==> config.mk <==
export PLATFORM = sky130hd
export DESIGN_NAME = vector_magnitude_range
export DESIGN_NICKNAME = d
export VERILOG_FILES = /design/src/sv/vmr_pkg.sv /design/src/sv/vmr_front.sv /design/src/sv/vmr_queue.sv /design/src/sv/vmr_sqrt.sv /design/src/sv/vmr_back.sv /design/src/sv/vector_magnitude_range.sv
export VERILOG_INCLUDE_DIRS = /design/src /design/src/sv
export SDC_FILE = /design/constraint.sdc
export NUM_CORES = 1
export LEC_CHECK = 0
export BUFFER_PORTS_ARGS = -buffer_cell sky130_fd_sc_hd__buf_4
export CORE_MARGIN = 2
export CORE_UTILIZATION = 35
export DETAILED_ROUTE_END_ITERATION = 8
export SKIP_LAST_GASP = 1
export SYNTH_ARGS = -nofsm -noshare
export SYNTH_HDL_FRONTEND = slang
export SYNTH_SLANG_ARGS = --single-unit
export TNS_END_PERCENT = 50
==> constraint.sdc <==
create_clock -name aclk -period 9.1 [get_ports aclk]
set_clock_uncertainty 0.2 [all_clocks]
set_input_delay 0 -clock aclk [delete_from_list [all_inputs] [get_ports aclk]]
set_output_delay 0 -clock aclk [all_outputs]
set_load 0.01 [all_outputs]
==> src/sv/vector_magnitude_range_assert.svh <==
// Assertion macros for the vector magnitude range RTL.
`ifndef VECTOR_MAGNITUDE_RANGE_ASSERT_SVH
`define VECTOR_MAGNITUDE_RANGE_ASSERT_SVH

// Same-cycle implication, sampled on aclk, off while aresetn is low.
`define VMR_ASSERT_NOW(lbl, ante, cons, msg) \
    lbl: assert property (@(posedge aclk) disable iff (!aresetn) (ante) |-> (cons)) \
        else $error(msg);

// Next-cycle implication, sampled on aclk, off while aresetn is low.
`define VMR_ASSERT_NEXT(lbl, ante, cons, msg) \
    lbl: assert property (@(posedge aclk) disable iff (!aresetn) (ante) |=> (cons)) \
        else $error(msg);

`endif

==> src/sv/vmr_pkg.sv <==
// Shared widths, constants and the result job type of the vector magnitude range block.
`default_nettype none
package vmr_pkg;

    localparam int MAX_DIMENSION  = 16;
    localparam int COMPONENT_BITS = 16;
    localparam int FRACTION_BITS  = 8;
    localparam int BOUND_BITS     = 27;
    localparam int CFG_BITS       = 5;

    localparam int DIM_BITS    = $clog2(MAX_DIMENSION + 1);
    localparam int COUNT_BITS  = (MAX_DIMENSION > 1) ? $clog2(MAX_DIMENSION) : 1;
    localparam int SQUARE_BITS = 2 * COMPONENT_BITS - 1;
    localparam int SUM_BITS    = SQUARE_BITS + COUNT_BITS + 1;
    localparam int TRACK_BITS  = SUM_BITS + 1;
    localparam int ROOT_BITS   = (SUM_BITS + 2 * FRACTION_BITS + 1) / 2;
    localparam int RAD_BITS    = 2 * ROOT_BITS;
    localparam int STEP_BITS   = $clog2(ROOT_BITS);

    localparam int QUEUE_DEPTH = 2;
    localparam int QPTR_BITS   = (QUEUE_DEPTH > 1) ? $clog2(QUEUE_DEPTH) : 1;
    localparam int QFILL_BITS  = $clog2(QUEUE_DEPTH + 1);

    // One finished stream, handed from the front to the back.
    typedef struct packed {
        logic signed [TRACK_BITS-1:0] lo_value;
        logic signed [TRACK_BITS-1:0] hi_value;
        logic                         any_seen;
        logic                         root;
        logic                         length_error;
    } vmr_job_t;

endpackage
`default_nettype wire

==> src/sv/vmr_front.sv <==
// Front part: accepts components, squares them, accumulates vectors and tracks extremes.
`default_nettype none
module vmr_front
    import vmr_pkg::*;
(
    input  wire logic                             aclk,
    input  wire logic                             aresetn,
    input  wire logic [DIM_BITS-1:0]              dim,
    input  wire logic                             s_valid,
    output logic                                  s_ready,
    input  wire logic signed [COMPONENT_BITS-1:0] s_component,
    input  wire logic                             s_last_component,
    output logic                                  q_push,
    output vmr_job_t                              q_job,
    input  wire logic                             q_full
);

    // Stage A: squared magnitude of the incoming beat
    logic                             a_valid_reg;
    logic [SQUARE_BITS-1:0]           a_square_reg;
    logic signed [COMPONENT_BITS-1:0] a_value_reg;
    logic                             a_last_reg;

    logic [COMPONENT_BITS-1:0]        mag;
    logic [2*COMPONENT_BITS-1:0]      square_full;

    // Stage B: per-stream state
    logic [SUM_BITS-1:0]              sum_reg;
    logic [COUNT_BITS-1:0]            count_reg;
    logic signed [TRACK_BITS-1:0]     min_reg;
    logic signed [TRACK_BITS-1:0]     max_reg;
    logic                             any_reg;

    logic                             b_fire;
    logic                             scalar;
    logic                             complete;
    logic [DIM_BITS-1:0]              count_inc;
    logic [SUM_BITS-1:0]              sum_add;
    logic [SUM_BITS-1:0]              sum_next;
    logic [COUNT_BITS-1:0]            count_next;
    logic                             track_en;
    logic signed [TRACK_BITS-1:0]     track_value;
    logic signed [TRACK_BITS-1:0]     min_next;
    logic signed [TRACK_BITS-1:0]     max_next;
    logic                             any_next;

    // A last beat needs a free queue slot to leave stage A
    assign b_fire  = a_valid_reg && (!a_last_reg || !q_full);
    assign s_ready = !a_valid_reg || b_fire;

    // Magnitude and square; the most negative value maps to its unsigned magnitude
    always_comb begin
        mag = s_component[COMPONENT_BITS-1]
            ? COMPONENT_BITS'(~s_component + 1'b1)
            : COMPONENT_BITS'(s_component);
        square_full = mag * mag;
    end

    always_ff @(posedge aclk) begin
        if (!aresetn) begin
            a_valid_reg <= 1'b0;
        end else begin
            if (s_valid && s_ready) begin
                a_valid_reg  <= 1'b1;
                a_square_reg <= square_full[SQUARE_BITS-1:0];
                a_value_reg  <= s_component;
                a_last_reg   <= s_last_component;
            end else if (b_fire) begin
                a_valid_reg <= 1'b0;
            end
        end
    end

    // Accumulate and decide what gets tracked
    always_comb begin
        scalar    = (dim == DIM_BITS'(1));
        sum_add   = sum_reg + SUM_BITS'(a_square_reg);
        count_inc = DIM_BITS'(count_reg) + DIM_BITS'(1);
        complete  = (count_inc >= dim);
        if (scalar) begin
            track_en    = 1'b1;
            track_value = TRACK_BITS'(a_value_reg);
            sum_next    = '0;
            count_next  = '0;
        end else if (complete) begin
            track_en    = 1'b1;
            track_value = signed'({1'b0, sum_add});
            sum_next    = '0;
            count_next  = '0;
        end else begin
            track_en    = 1'b0;
            track_value = signed'({1'b0, sum_add});
            sum_next    = sum_add;
            count_next  = count_reg + COUNT_BITS'(1);
        end
        min_next = (track_en && (!any_reg || track_value < min_reg)) ? track_value : min_reg;
        max_next = (track_en && (!any_reg || track_value > max_reg)) ? track_value : max_reg;
        any_next = any_reg || track_en;

        q_push             = b_fire && a_last_reg;
        q_job.lo_value     = min_next;
        q_job.hi_value     = max_next;
        q_job.any_seen     = any_next;
        q_job.root         = !scalar;
        q_job.length_error = (count_next != '0);
    end

    // Stream state; a last beat clears it
    always_ff @(posedge aclk) begin
        if (!aresetn) begin
            sum_reg   <= '0;
            count_reg <= '0;
            min_reg   <= '0;
            max_reg   <= '0;
            any_reg   <= 1'b0;
        end else if (b_fire) begin
            if (a_last_reg) begin
                sum_reg   <= '0;
                count_reg <= '0;
                min_reg   <= '0;
                max_reg   <= '0;
                any_reg   <= 1'b0;
            end else begin
                sum_reg   <= sum_next;
                count_reg <= count_next;
                min_reg   <= min_next;
                max_reg   <= max_next;
                any_reg   <= any_next;
            end
        end
    end

endmodule
`default_nettype wire

==> src/sv/vmr_queue.sv <==
// Short register queue of finished streams between front and back.
`default_nettype none
module vmr_queue
    import vmr_pkg::*;
(
    input  wire logic aclk,
    input  wire logic aresetn,
    input  wire logic push,
    input  vmr_job_t  push_job,
    output logic      full,
    input  wire logic pop,
    output vmr_job_t  pop_job,
    output logic      empty
);

    vmr_job_t              entry_reg [QUEUE_DEPTH];
    logic [QPTR_BITS-1:0]  wr_ptr_reg;
    logic [QPTR_BITS-1:0]  rd_ptr_reg;
    logic [QFILL_BITS-1:0] fill_reg;

    assign full    = (fill_reg == QFILL_BITS'(QUEUE_DEPTH));
    assign empty   = (fill_reg == '0);
    assign pop_job = entry_reg[rd_ptr_reg];

    function automatic logic [QPTR_BITS-1:0] wrap_inc(input logic [QPTR_BITS-1:0] p);
        if (p == QPTR_BITS'(QUEUE_DEPTH - 1)) begin
            return '0;
        end
        return p + QPTR_BITS'(1);
    endfunction

    // Entry storage
    always_ff @(posedge aclk) begin
        if (push) begin
            entry_reg[wr_ptr_reg] <= push_job;
        end
    end

    // Pointers and fill level
    always_ff @(posedge aclk) begin
        if (!aresetn) begin
            wr_ptr_reg <= '0;
            rd_ptr_reg <= '0;
            fill_reg   <= '0;
        end else begin
            if (push) begin
                wr_ptr_reg <= wrap_inc(wr_ptr_reg);
            end
            if (pop) begin
                rd_ptr_reg <= wrap_inc(rd_ptr_reg);
            end
            if (push && !pop) begin
                fill_reg <= fill_reg + QFILL_BITS'(1);
            end else if (pop && !push) begin
                fill_reg <= fill_reg - QFILL_BITS'(1);
            end
        end
    end

endmodule
`default_nettype wire

==> src/sv/vmr_sqrt.sv <==
// Iterative integer square root, one root bit per cycle, truncated.
`default_nettype none
module vmr_sqrt
    import vmr_pkg::*;
(
    input  wire logic                aclk,
    input  wire logic                aresetn,
    input  wire logic                start,
    input  wire logic [RAD_BITS-1:0] radicand,
    output logic                     busy,
    output logic                     done,
    output logic [ROOT_BITS-1:0]     root
);

    logic [RAD_BITS-1:0]  rad_reg;
    logic [ROOT_BITS+1:0] rem_reg;
    logic [ROOT_BITS-1:0] root_reg;
    logic [STEP_BITS-1:0] step_reg;
    logic                 busy_reg;
    logic                 done_reg;

    logic [ROOT_BITS+1:0] rem_shift;
    logic [ROOT_BITS+1:0] trial;
    logic                 fits;

    assign busy = busy_reg;
    assign done = done_reg;
    assign root = root_reg;

    // One digit: bring down two radicand bits, try root*4+1
    always_comb begin
        rem_shift = {rem_reg[ROOT_BITS-1:0], rad_reg[RAD_BITS-1 -: 2]};
        trial     = {root_reg, 2'b01};
        fits      = (rem_shift >= trial);
    end

    always_ff @(posedge aclk) begin
        if (!aresetn) begin
            busy_reg <= 1'b0;
            done_reg <= 1'b0;
        end else begin
            done_reg <= 1'b0;
            if (start) begin
                busy_reg <= 1'b1;
                rad_reg  <= radicand;
                rem_reg  <= '0;
                root_reg <= '0;
                step_reg <= STEP_BITS'(ROOT_BITS - 1);
            end else if (busy_reg) begin
                rad_reg  <= rad_reg << 2;
                rem_reg  <= fits ? (rem_shift - trial) : rem_shift;
                root_reg <= {root_reg[ROOT_BITS-2:0], fits};
                if (step_reg == '0) begin
                    busy_reg <= 1'b0;
                    done_reg <= 1'b1;
                end else begin
                    step_reg <= step_reg - STEP_BITS'(1);
                end
            end
        end
    end

endmodule
`default_nettype wire

==> src/sv/vmr_back.sv <==
// Back part: turns queued streams into bounds, taking roots where needed.
`default_nettype none
module vmr_back
    import vmr_pkg::*;
(
    input  wire logic                      aclk,
    input  wire logic                      aresetn,
    input  vmr_job_t                       q_job,
    input  wire logic                      q_empty,
    output logic                           q_pop,
    output logic                           m_valid,
    input  wire logic                      m_ready,
    output logic signed [BOUND_BITS-1:0]   m_lower_bound,
    output logic signed [BOUND_BITS-1:0]   m_upper_bound,
    output logic                           m_length_error
);
`include "vector_magnitude_range_assert.svh"

    typedef enum logic [1:0] {
        ST_IDLE,
        ST_ROOT_LO,
        ST_ROOT_HI,
        ST_OUT
    } state_t;

    state_t               state_reg;
    vmr_job_t             job_reg;
    logic [ROOT_BITS-1:0] lo_root_reg;
    logic [ROOT_BITS-1:0] hi_root_reg;
    logic                 m_valid_reg;
    logic [BOUND_BITS-1:0] m_lower_reg;
    logic [BOUND_BITS-1:0] m_upper_reg;
    logic                 m_error_reg;

    logic                 out_free;
    logic                 out_load;
    logic                 in_root;
    logic                 head_direct;
    logic                 sqrt_start;
    logic [RAD_BITS-1:0]  sqrt_radicand;
    logic                 sqrt_busy;
    logic                 sqrt_done;
    logic [ROOT_BITS-1:0] sqrt_root;

    // Value scaled by the fraction bits, kept to the bound width
    function automatic logic [BOUND_BITS-1:0] scaled(input logic signed [TRACK_BITS-1:0] v);
        return BOUND_BITS'(v) << FRACTION_BITS;
    endfunction

    // Radicand for a tracked sum; negative values give a zero root
    function automatic logic [RAD_BITS-1:0] radicand_of(input logic signed [TRACK_BITS-1:0] v);
        if (v[TRACK_BITS-1]) begin
            return '0;
        end
        return RAD_BITS'(v[SUM_BITS-1:0]) << (2 * FRACTION_BITS);
    endfunction

    vmr_sqrt u_sqrt (
        .aclk     (aclk),
        .aresetn  (aresetn),
        .start    (sqrt_start),
        .radicand (sqrt_radicand),
        .busy     (sqrt_busy),
        .done     (sqrt_done),
        .root     (sqrt_root)
    );

    assign m_valid        = m_valid_reg;
    assign m_lower_bound  = signed'(m_lower_reg);
    assign m_upper_bound  = signed'(m_upper_reg);
    assign m_length_error = m_error_reg;

    // Queue pop and root unit kick-off
    always_comb begin
        out_free      = !m_valid_reg || m_ready;
        head_direct   = !q_job.root || !q_job.any_seen;
        q_pop         = (state_reg == ST_IDLE) && !q_empty && (!head_direct || out_free);
        in_root       = (state_reg == ST_ROOT_LO) || (state_reg == ST_ROOT_HI);
        out_load      = ((state_reg == ST_IDLE) && !q_empty && head_direct && out_free)
                     || ((state_reg == ST_OUT) && out_free);
        sqrt_start    = 1'b0;
        sqrt_radicand = radicand_of(q_job.lo_value);
        unique case (state_reg)
            ST_IDLE: begin
                sqrt_start = !q_empty && !head_direct;
            end
            ST_ROOT_LO: begin
                sqrt_start    = sqrt_done;
                sqrt_radicand = radicand_of(job_reg.hi_value);
            end
            default: begin
                sqrt_start = 1'b0;
            end
        endcase
    end

    // Sequencer and output register
    always_ff @(posedge aclk) begin
        if (!aresetn) begin
            state_reg   <= ST_IDLE;
            m_valid_reg <= 1'b0;
        end else begin
            if (out_load) begin
                m_valid_reg <= 1'b1;
            end else if (m_valid_reg && m_ready) begin
                m_valid_reg <= 1'b0;
            end
            unique case (state_reg)
                ST_IDLE: begin
                    if (!q_empty) begin
                        if (head_direct) begin
                            if (out_free) begin
                                m_lower_reg <= q_job.any_seen ? scaled(q_job.lo_value) : '0;
                                m_upper_reg <= q_job.any_seen ? scaled(q_job.hi_value) : '0;
                                m_error_reg <= q_job.length_error;
                            end
                        end else begin
                            job_reg   <= q_job;
                            state_reg <= ST_ROOT_LO;
                        end
                    end
                end
                ST_ROOT_LO: begin
                    if (sqrt_done) begin
                        lo_root_reg <= sqrt_root;
                        state_reg   <= ST_ROOT_HI;
                    end
                end
                ST_ROOT_HI: begin
                    if (sqrt_done) begin
                        hi_root_reg <= sqrt_root;
                        state_reg   <= ST_OUT;
                    end
                end
                ST_OUT: begin
                    if (out_free) begin
                        m_lower_reg <= BOUND_BITS'(lo_root_reg);
                        m_upper_reg <= BOUND_BITS'(hi_root_reg);
                        m_error_reg <= job_reg.length_error;
                        state_reg   <= ST_IDLE;
                    end
                end
                default: begin
                    state_reg <= ST_IDLE;
                end
            endcase
        end
    end

    // Checks on the sequencer
    `VMR_ASSERT_NOW(a_pop_nonempty, q_pop, !q_empty, "queue popped while empty")
    `VMR_ASSERT_NOW(a_root_running, in_root, sqrt_busy || sqrt_done, "root unit idle")
    `VMR_ASSERT_NEXT(a_out_load, out_load, m_valid_reg && (state_reg == ST_IDLE), "missed load")

endmodule
`default_nettype wire

==> src/sv/vector_magnitude_range.sv <==
// Top level of the vector magnitude range block: dimension register, front, queue and back.
//
// Components stream in at one beat per cycle unless input is held off, and
// are grouped into vectors of the configured dimension (0 acts as 1, above 16
// acts as 16). A beat with last_component set closes the stream; its result
// beat carries the lower and upper bound in signed fixed point with 8 fraction
// bits and a flag for an unfinished last vector. The front squares each
// component in one stage and accumulates and tracks extremes in the next, so a
// closing beat goes from stage A into the two-entry result queue once a slot
// is free. A scalar result (dimension 1) goes from the queue head straight to
// the output register once that is free. A magnitude result first runs two
// passes of the shared bit-serial square root unit. Input is held off only
// while the queue is full and another closing beat waits. No clearing pass
// runs after reset.
`default_nettype none
module vector_magnitude_range
    import vmr_pkg::*;
(
    input  wire logic                             aclk,
    input  wire logic                             aresetn,
    input  wire logic                             cfg_valid,
    output logic                                  cfg_ready,
    input  wire logic [CFG_BITS-1:0]              cfg_data,
    input  wire logic                             s_valid,
    output logic                                  s_ready,
    input  wire logic signed [COMPONENT_BITS-1:0] s_component,
    input  wire logic                             s_last_component,
    output logic                                  m_valid,
    input  wire logic                             m_ready,
    output logic signed [BOUND_BITS-1:0]          m_lower_bound,
    output logic signed [BOUND_BITS-1:0]          m_upper_bound,
    output logic                                  m_length_error
);

    logic [DIM_BITS-1:0] dim_reg;
    logic [DIM_BITS-1:0] dim_next;

    logic     q_push;
    vmr_job_t q_push_job;
    logic     q_full;
    logic     q_pop;
    vmr_job_t q_pop_job;
    logic     q_empty;

    assign cfg_ready = 1'b1;

    // Dimension register, stored already clamped to 1..MAX_DIMENSION
    always_comb begin
        if (cfg_data == '0) begin
            dim_next = DIM_BITS'(1);
        end else if (DIM_BITS'(cfg_data) > DIM_BITS'(MAX_DIMENSION)) begin
            dim_next = DIM_BITS'(MAX_DIMENSION);
        end else begin
            dim_next = DIM_BITS'(cfg_data);
        end
    end

    always_ff @(posedge aclk) begin
        if (!aresetn) begin
            dim_reg <= DIM_BITS'(1);
        end else if (cfg_valid && cfg_ready) begin
            dim_reg <= dim_next;
        end
    end

    vmr_front u_front (
        .aclk             (aclk),
        .aresetn          (aresetn),
        .dim              (dim_reg),
        .s_valid          (s_valid),
        .s_ready          (s_ready),
        .s_component      (s_component),
        .s_last_component (s_last_component),
        .q_push           (q_push),
        .q_job            (q_push_job),
        .q_full           (q_full)
    );

    vmr_queue u_queue (
        .aclk     (aclk),
        .aresetn  (aresetn),
        .push     (q_push),
        .push_job (q_push_job),
        .full     (q_full),
        .pop      (q_pop),
        .pop_job  (q_pop_job),
        .empty    (q_empty)
    );

    vmr_back u_back (
        .aclk           (aclk),
        .aresetn        (aresetn),
        .q_job          (q_pop_job),
        .q_empty        (q_empty),
        .q_pop          (q_pop),
        .m_valid        (m_valid),
        .m_ready        (m_ready),
        .m_lower_bound  (m_lower_bound),
        .m_upper_bound  (m_upper_bound),
        .m_length_error (m_length_error)
    );

endmodule
`default_nettype wire

**After elaboration in Yosys (flattened, before gate mapping)**

Memory sizes are Yosys's and may differ from the RTL's. A register that Yosys moved wholly into a read port is not among the register bits.
Index checks and enable logic that the tools add are counted.

- Flip-flop bits (word level): 432
- Memory bits (writable): 154
- Input port bits: 27
- Logic and storage cells: 197
- Memories kept: 1

Memories:

| memory | words | width | rd ports | clocked after Yosys merged registers in | write ports | line | text |
|---|---|---|---|---|---|---|---|
| u_queue.entry_reg | 2 | 77 | 1 | 1 | 1 | vmr_queue.sv:16 | `vmr_job_t entry_reg [QUEUE_DEPTH];` |

- $add $sub $neg: 10
- $mul: 1
- Magnitude comparators: 5
- Equal/unequal tests: 13
- Multiplexer cells: 80
- Bitwise logic cells: 5
- Reduce and logical (&&, ||, !) cells: 54

Operators by type and width:

| cell | number |
|---|---|
| 52-bit two-way mux | 7 |
| 27-bit two-way mux | 10 |
| 37-bit two-way mux | 5 |
| 36-bit two-way mux | 3 |
| 27-bit one-hot mux with 2 select lines | 2 |
| 26-bit two-way mux | 3 |
| 37-bit > comparator | 1 |
| 37-bit < comparator | 1 |
| 36-bit by 31-bit adder with 36-bit output | 1 |
| 1-bit two-way mux | 32 |
| 16-bit by 16-bit multiplier with 31-bit output | 1 |
| 28-bit greater-or-equal comparator | 1 |
| 26-bit subtractor | 1 |
| 5-bit two-way mux | 4 |
| 16-bit by 1-bit adder with 16-bit output (second input constant) | 1 |
| 16-bit two-way mux | 1 |
| 16-bit inverter | 1 |
| 1-bit logical AND | 14 |
| 2-bit two-way mux | 7 |
| 1-bit logical NOT | 12 |
| 4-bit two-way mux | 3 |
| 5-bit logical NOT | 2 |
| 2-bit nonzero test | 5 |
| 1-bit logical OR | 9 |
| other kinds (24) | 41 |

**Depth between registers and ports, before layout**

- Depth after elaboration: 10
- Depth in mapped cells: 33
- Depth with buffers taken out: 31

**By module**

Synthesis repeated with hierarchy kept, for this count alone.

- Cell total of the unflattened synthesis: 3169
- Area total of the unflattened synthesis: 35600.4 sq um

Modules (own cells, without submodules):

| module | times used | cells an instance | area an instance (sq um) | sequential area each (sq um) |
|---|---|---|---|---|
| vmr_front | 1 | 2051 | 17606.9 | 3703.6 |
| vmr_sqrt | 1 | 534 | 6273.5 | 3313.2 |
| vmr_queue | 1 | 262 | 5908.2 | 4724.5 |
| vmr_back | 1 | 299 | 5597.9 | 4414.2 |
| vector_magnitude_range | 1 | 23 | 214.0 | 100.1 |

**Worst setup path after synthesis**

No wires, ideal clock.

- Path kind: input -> register
- Start point: input s_component[7]
- End point: register u_front.a_square_reg[30], data pin
- Library setup time: 260 ps
- Arrival time: 7173 ps
- Data required time: 8640 ps
- Path slack: 1467 ps
- Stages: 27
- Buffers on the path: 0
- Cells stage by stage: or4_1 > nor3_1 > nand2_1 > o31a_1 > xnor2_2 > clkinv_1 > nand2_1 > inv_1 > fa_1 > fa_1 > fa_1 > fa_1 > fa_1 > inv_1 > fa_1 > inv_1 > ha_1 > o21ai_0 > o21ai_0 > a32oi_1 > o31ai_1 > nand4_1 > a31oi_1 > and4_1 > a2111oi_0 > a21oi_1 > xnor2_1

- Word-level cells in the longest chain between the ends: 4

RTL lines:

| element | line | text |
|---|---|---|
| start, declared | vector_magnitude_range.sv:26 | `input wire logic signed [COMPONENT_BITS-1:0] s_component,` |
| 16-bit inverter | vmr_front.sv:54 | `? COMPONENT_BITS'(~s_component + 1'b1)` |
| 16-bit by 1-bit adder with 16-bit output | vmr_front.sv:54 |  |
| 16-bit two-way mux (*) | vmr_front.sv:54 |  |
| 16-bit by 16-bit multiplier with 31-bit output (*) | vmr_front.sv:56 | `square_full = mag * mag;` |
| via u_front.square_full[30] | vmr_front.sv:25 | `logic [2*COMPONENT_BITS-1:0] square_full;` |
| end signal, assigned | vmr_front.sv:65 | `a_square_reg <= square_full[SQUARE_BITS-1:0];` |
| end, declared | vmr_front.sv:20 | `logic [SQUARE_BITS-1:0] a_square_reg;` |

Mark *: on every way through the listed nets, which the timed path passes. The rest lies on a longest branch.
A chain may end at the register's enable or synchronous reset.

**Worst setup path in the final report**

- Start point: input s_component[5]
- End point: register u_front.a_square_reg[30], data pin

Same word-level chain as after synthesis.

==> flow_summary.ini <==
[timing]
fin_crit_ns = 8.50
max_freq_mhz = 118
timing.max_slew.rel_slack = 0.243
fin_setup_tns_ns = 0
finalSetupViolCount = 0
rsz0062_at_grt = no
tightestPinTransition_ns = 1.12
timing.final.max_slew_violations = 0
min_period_over_period = 0.934
hold_viol = 0
setup_ws_ns = 0.604

[final_layout]
finalNonFillerCells = 4510
multi_input_comb_area_um2 = 16000
final_layout_size_suffix_gt1_frac = 0.101
final_core_util = 0.404
register_area_um2 = 15800
nNetsFinal = 3623
largest_register_ffs = 154
flow.area_growth_from_synthesis_pct = 14.3
num-fill-cells = 9183

[floorplan]
row_count = 113
pin_count = 85
die_area_um2 = 98400
die_w_um = 314
die_h_um = 314
placeableCoreArea_um2 = 95000
initial_util = 0.353

[clocking]
max-clock-path-buffers = 3
insertion_delay_ns = 0.67
tritoncts_sink_count = 569
cts.htree.levels = 2
ctsResizeCount = 0
cts_tree = done
cts_inserted_buffers = 61
clk_pin_slew_worst_paths_ns = 0.06
post_cts_buffers = 0
cts_root_buf = sky130_fd_sc_hd__clkbuf_16

[worst_hold_path]
timing.hold.worst_path_depth = 2
hold_end = u_front.a_value_reg[14]$_DFFE_PP_
hold_path.class = input pin to register
timing.hold.worst.start = s_component[14]

[yosys]
synth.avg_cell_area_um2 = 11.0
synthesis.area_um2 = 33600
fraction_of_the_yosys_area_taken_by_sequential_cells = 0.470
ys_async_sr_fraction = 0
yosysWarningCount = 0
yosys_register_bits = 569
dominantRegCellSynth = sky130_fd_sc_hd__edfxtp_1
synth_cells = 3051
synth-edff-count = 438
synth.lib_cells_used.distinct = 83

[place]
io_buffer_count = 83
gp_routability_congestion = 0.873
post-place-cells = 4338
hpwlAfterDp_um = 55800
setup_slack_at_placement_ns = 0.559

[worst_setup_path]
type_of_the_setup_path_with_the_least_slack = input pin to register
timing.critical_path.fanout_max = 9
timing.critical_path.mode_cell = sky130_fd_sc_hd__fa_1
regToRegStartpoint = u_front.a_value_reg[0]$_DFFE_PP_
startpoint_type = input pin
critical_path.slowest_cell = sky130_fd_sc_hd__a2111oi_0
r2r.worst_path.cells = 21
crit_required_ns = 9.27
critPathArrivalTime_ns = 8.67
end_kind = register
critical_path.max_stage_delay_ns = 0.65
r2r_slack_ns = 1.32
worst_r2r_endpoint = u_front.max_reg[13]$_SDFFE_PN0P_

[detailed_routing]
ant_nets = 0
wl_per_cell_um = 17.3
count_of_unresolved_drc_violations_after_routing = 0
via_per_inst = 4.92
dr_total_vias = 22200
drt_iter0_drc = 1434
routed_wirelength_um = 78000
pre_repair_dr_iteration_count = 5

[global_route]
grt_first_pass_wirelength_um = 124000
gr-usage-all-layers = 0.159
maximum_number_of_pins_on_one_net_before_global_route_repair = 65
overflow = 0
antenna_found_initial = 1
via_count_of_the_first_global_routing_pass = 22600

[power]
report.power.total_uw = 14200
powerDensity_nw_per_um2 = 370
ir_drop_v = 0.000510
leakage_uw = 0.0157

[job]
timing.max_cap.violations = 0

[outcome]
result_of_the_run = complete, no violations
layer usage:
layer,vias to the layer above,track usage,share of wire
met5,-,0,0
met1,10800,0.214,0.46
li1,10900,-,-
met2,419,0.273,0.48
met4,0,0.0338,0.017
met3,86,0.0195,0.039
critical path, delay by kind of cell:
family	cells	cell delay (ns)
adders and majority gates	7	3.36
AOI/OAI and AO/OA	6	1.50
and+or+nand+nor	9	1.86
xor gates and xnor gates	2	0.81
buffers and inverters	6	1.10
final cells by class:
type,instances,area share
clock buffer,86,0.0452
inverter,383,0.0375
multi-input combinational,2001,0.417
clock inverter,30,0.00959
timing repair buffer,175,0.0379
antenna,1,0.0000653
sequential,569,0.412
tap,1265,0.0413
logic make-up (layout without fill, tap and decap cells):
group	Yosys count	in the layout	share of synthesized area
xor gates and xnor gates	110	110	0.0292
and+or+nand+nor	719	719	0.0942
muxes	124	124	0.0395
adders and majority gates	405	405	0.188
buffers and inverters	491	674	0.0564
AOI/OAI and AO/OA	631	631	0.122
DFF	569	569	0.470
other	2	13	0.000224
report_power, final:
part | internal (uW) | switching (uW) | leakage, uW
Sequential | 3560 | 130 | 0.00508
Combinational | 3350 | 4590 | 0.00956
Clock | 1480 | 1070 | 0.00103
worst max path at each step:
stage,slack [ns],end,from,cells past startpoint
2_1_floorplan,1.47,u_front.a_square_reg[30]$_DFFE_PP_,s_component[7],27
5_1_grt,0.05,u_front.a_square_reg[30]$_DFFE_PP_,s_component[0],33
4_1_cts,0.68,u_front.a_square_reg[30]$_DFFE_PP_,s_component[5],30
3_3_place_gp,0.79,u_front.a_square_reg[30]$_DFFE_PP_,s_component[5],29
3_5_place_dp,0.56,u_front.a_square_reg[30]$_DFFE_PP_,s_component[5],29
6_report,0.60,u_front.a_square_reg[30]$_DFFE_PP_,s_component[5],30
Yosys cell counts (4+ instances only):
cell / count / area share
sky130_fd_sc_hd__and2_1: 25 / 0.0047
sky130_fd_sc_hd__o21a_1: 22 / 0.0049
sky130_fd_sc_hd__dfxtp_1: 131 / 0.078
sky130_fd_sc_hd__buf_1: 11 / 0.0012
sky130_fd_sc_hd__and4_1: 5 / 0.0013
sky130_fd_sc_hd__o21ai_0: 136 / 0.020
sky130_fd_sc_hd__nor3_1: 30 / 0.0045
sky130_fd_sc_hd__edfxtp_1: 438 / 0.39
sky130_fd_sc_hd__nor2b_1: 16 / 0.0030
sky130_fd_sc_hd__a2111oi_0: 5 / 0.0013
sky130_fd_sc_hd__a31oi_1: 11 / 0.0021
sky130_fd_sc_hd__a2bb2oi_1: 4 / 0.0010
sky130_fd_sc_hd__a22o_1: 83 / 0.022
sky130_fd_sc_hd__ha_1: 240 / 0.089
sky130_fd_sc_hd__clkbuf_1: 80 / 0.0089
sky130_fd_sc_hd__inv_1: 375 / 0.042
sky130_fd_sc_hd__or2_2: 4 / 0.00075
sky130_fd_sc_hd__a211o_1: 6 / 0.0016
sky130_fd_sc_hd__nand2_1: 229 / 0.026
sky130_fd_sc_hd__nor2_1: 288 / 0.032
sky130_fd_sc_hd__mux2_2: 66 / 0.022
sky130_fd_sc_hd__nand3_1: 36 / 0.0054
sky130_fd_sc_hd__nand2b_1: 23 / 0.0043
sky130_fd_sc_hd__a21o_1: 58 / 0.013
sky130_fd_sc_hd__o31ai_1: 11 / 0.0025
sky130_fd_sc_hd__xor2_1: 31 / 0.0081
sky130_fd_sc_hd__buf_2: 10 / 0.0015
sky130_fd_sc_hd__o211ai_1: 4 / 0.00090
sky130_fd_sc_hd__a211oi_1: 14 / 0.0031
sky130_fd_sc_hd__buf_4: 4 / 0.00090
sky130_fd_sc_hd__a21oi_1: 186 / 0.028
sky130_fd_sc_hd__clkinv_1: 6 / 0.00067
sky130_fd_sc_hd__fa_1: 165 / 0.098
sky130_fd_sc_hd__mux2i_1: 58 / 0.017
sky130_fd_sc_hd__and3_1: 15 / 0.0028
sky130_fd_sc_hd__nor4_1: 8 / 0.0015
sky130_fd_sc_hd__or3_1: 5 / 0.00093
sky130_fd_sc_hd__o21bai_1: 16 / 0.0036
sky130_fd_sc_hd__nand4_1: 21 / 0.0039
sky130_fd_sc_hd__a22oi_1: 21 / 0.0047
sky130_fd_sc_hd__o21ai_1: 9 / 0.0013
sky130_fd_sc_hd__xnor2_1: 77 / 0.020
placed cells by master, fill, tap and decap left out, types with 120 or more instances in the layout:
| cell | n |
|---|---|
| sky130_fd_sc_hd__a21oi_1 | 184 |
| sky130_fd_sc_hd__buf_4 | 120 |
| sky130_fd_sc_hd__dfxtp_1 | 130 |
| sky130_fd_sc_hd__edfxtp_1 | 438 |
| sky130_fd_sc_hd__fa_1 | 165 |
| sky130_fd_sc_hd__ha_1 | 239 |
| sky130_fd_sc_hd__inv_1 | 374 |
| sky130_fd_sc_hd__nand2_1 | 229 |
| sky130_fd_sc_hd__nor2_1 | 283 |
| sky130_fd_sc_hd__o21ai_0 | 134 |
metrics by stage:
step / hold WS, ns / area [um^2]
finish: 0.0599 / 38300
global route: 0.0461 / 38300
CTS: 0.00793 / 38300
detailed placement: -0.0169 / 35700
global placement: -0.0177 / 35700
floorplan: -0.101 / 33600
what timing repair did:
action                                 in CTS  in global routing
setup endpoints to repair                   0                  0
endpoints found under the hold margin     132                  0
hold buffers                               55                  0
No activity file was read; power rests on OpenSTA's default activity.
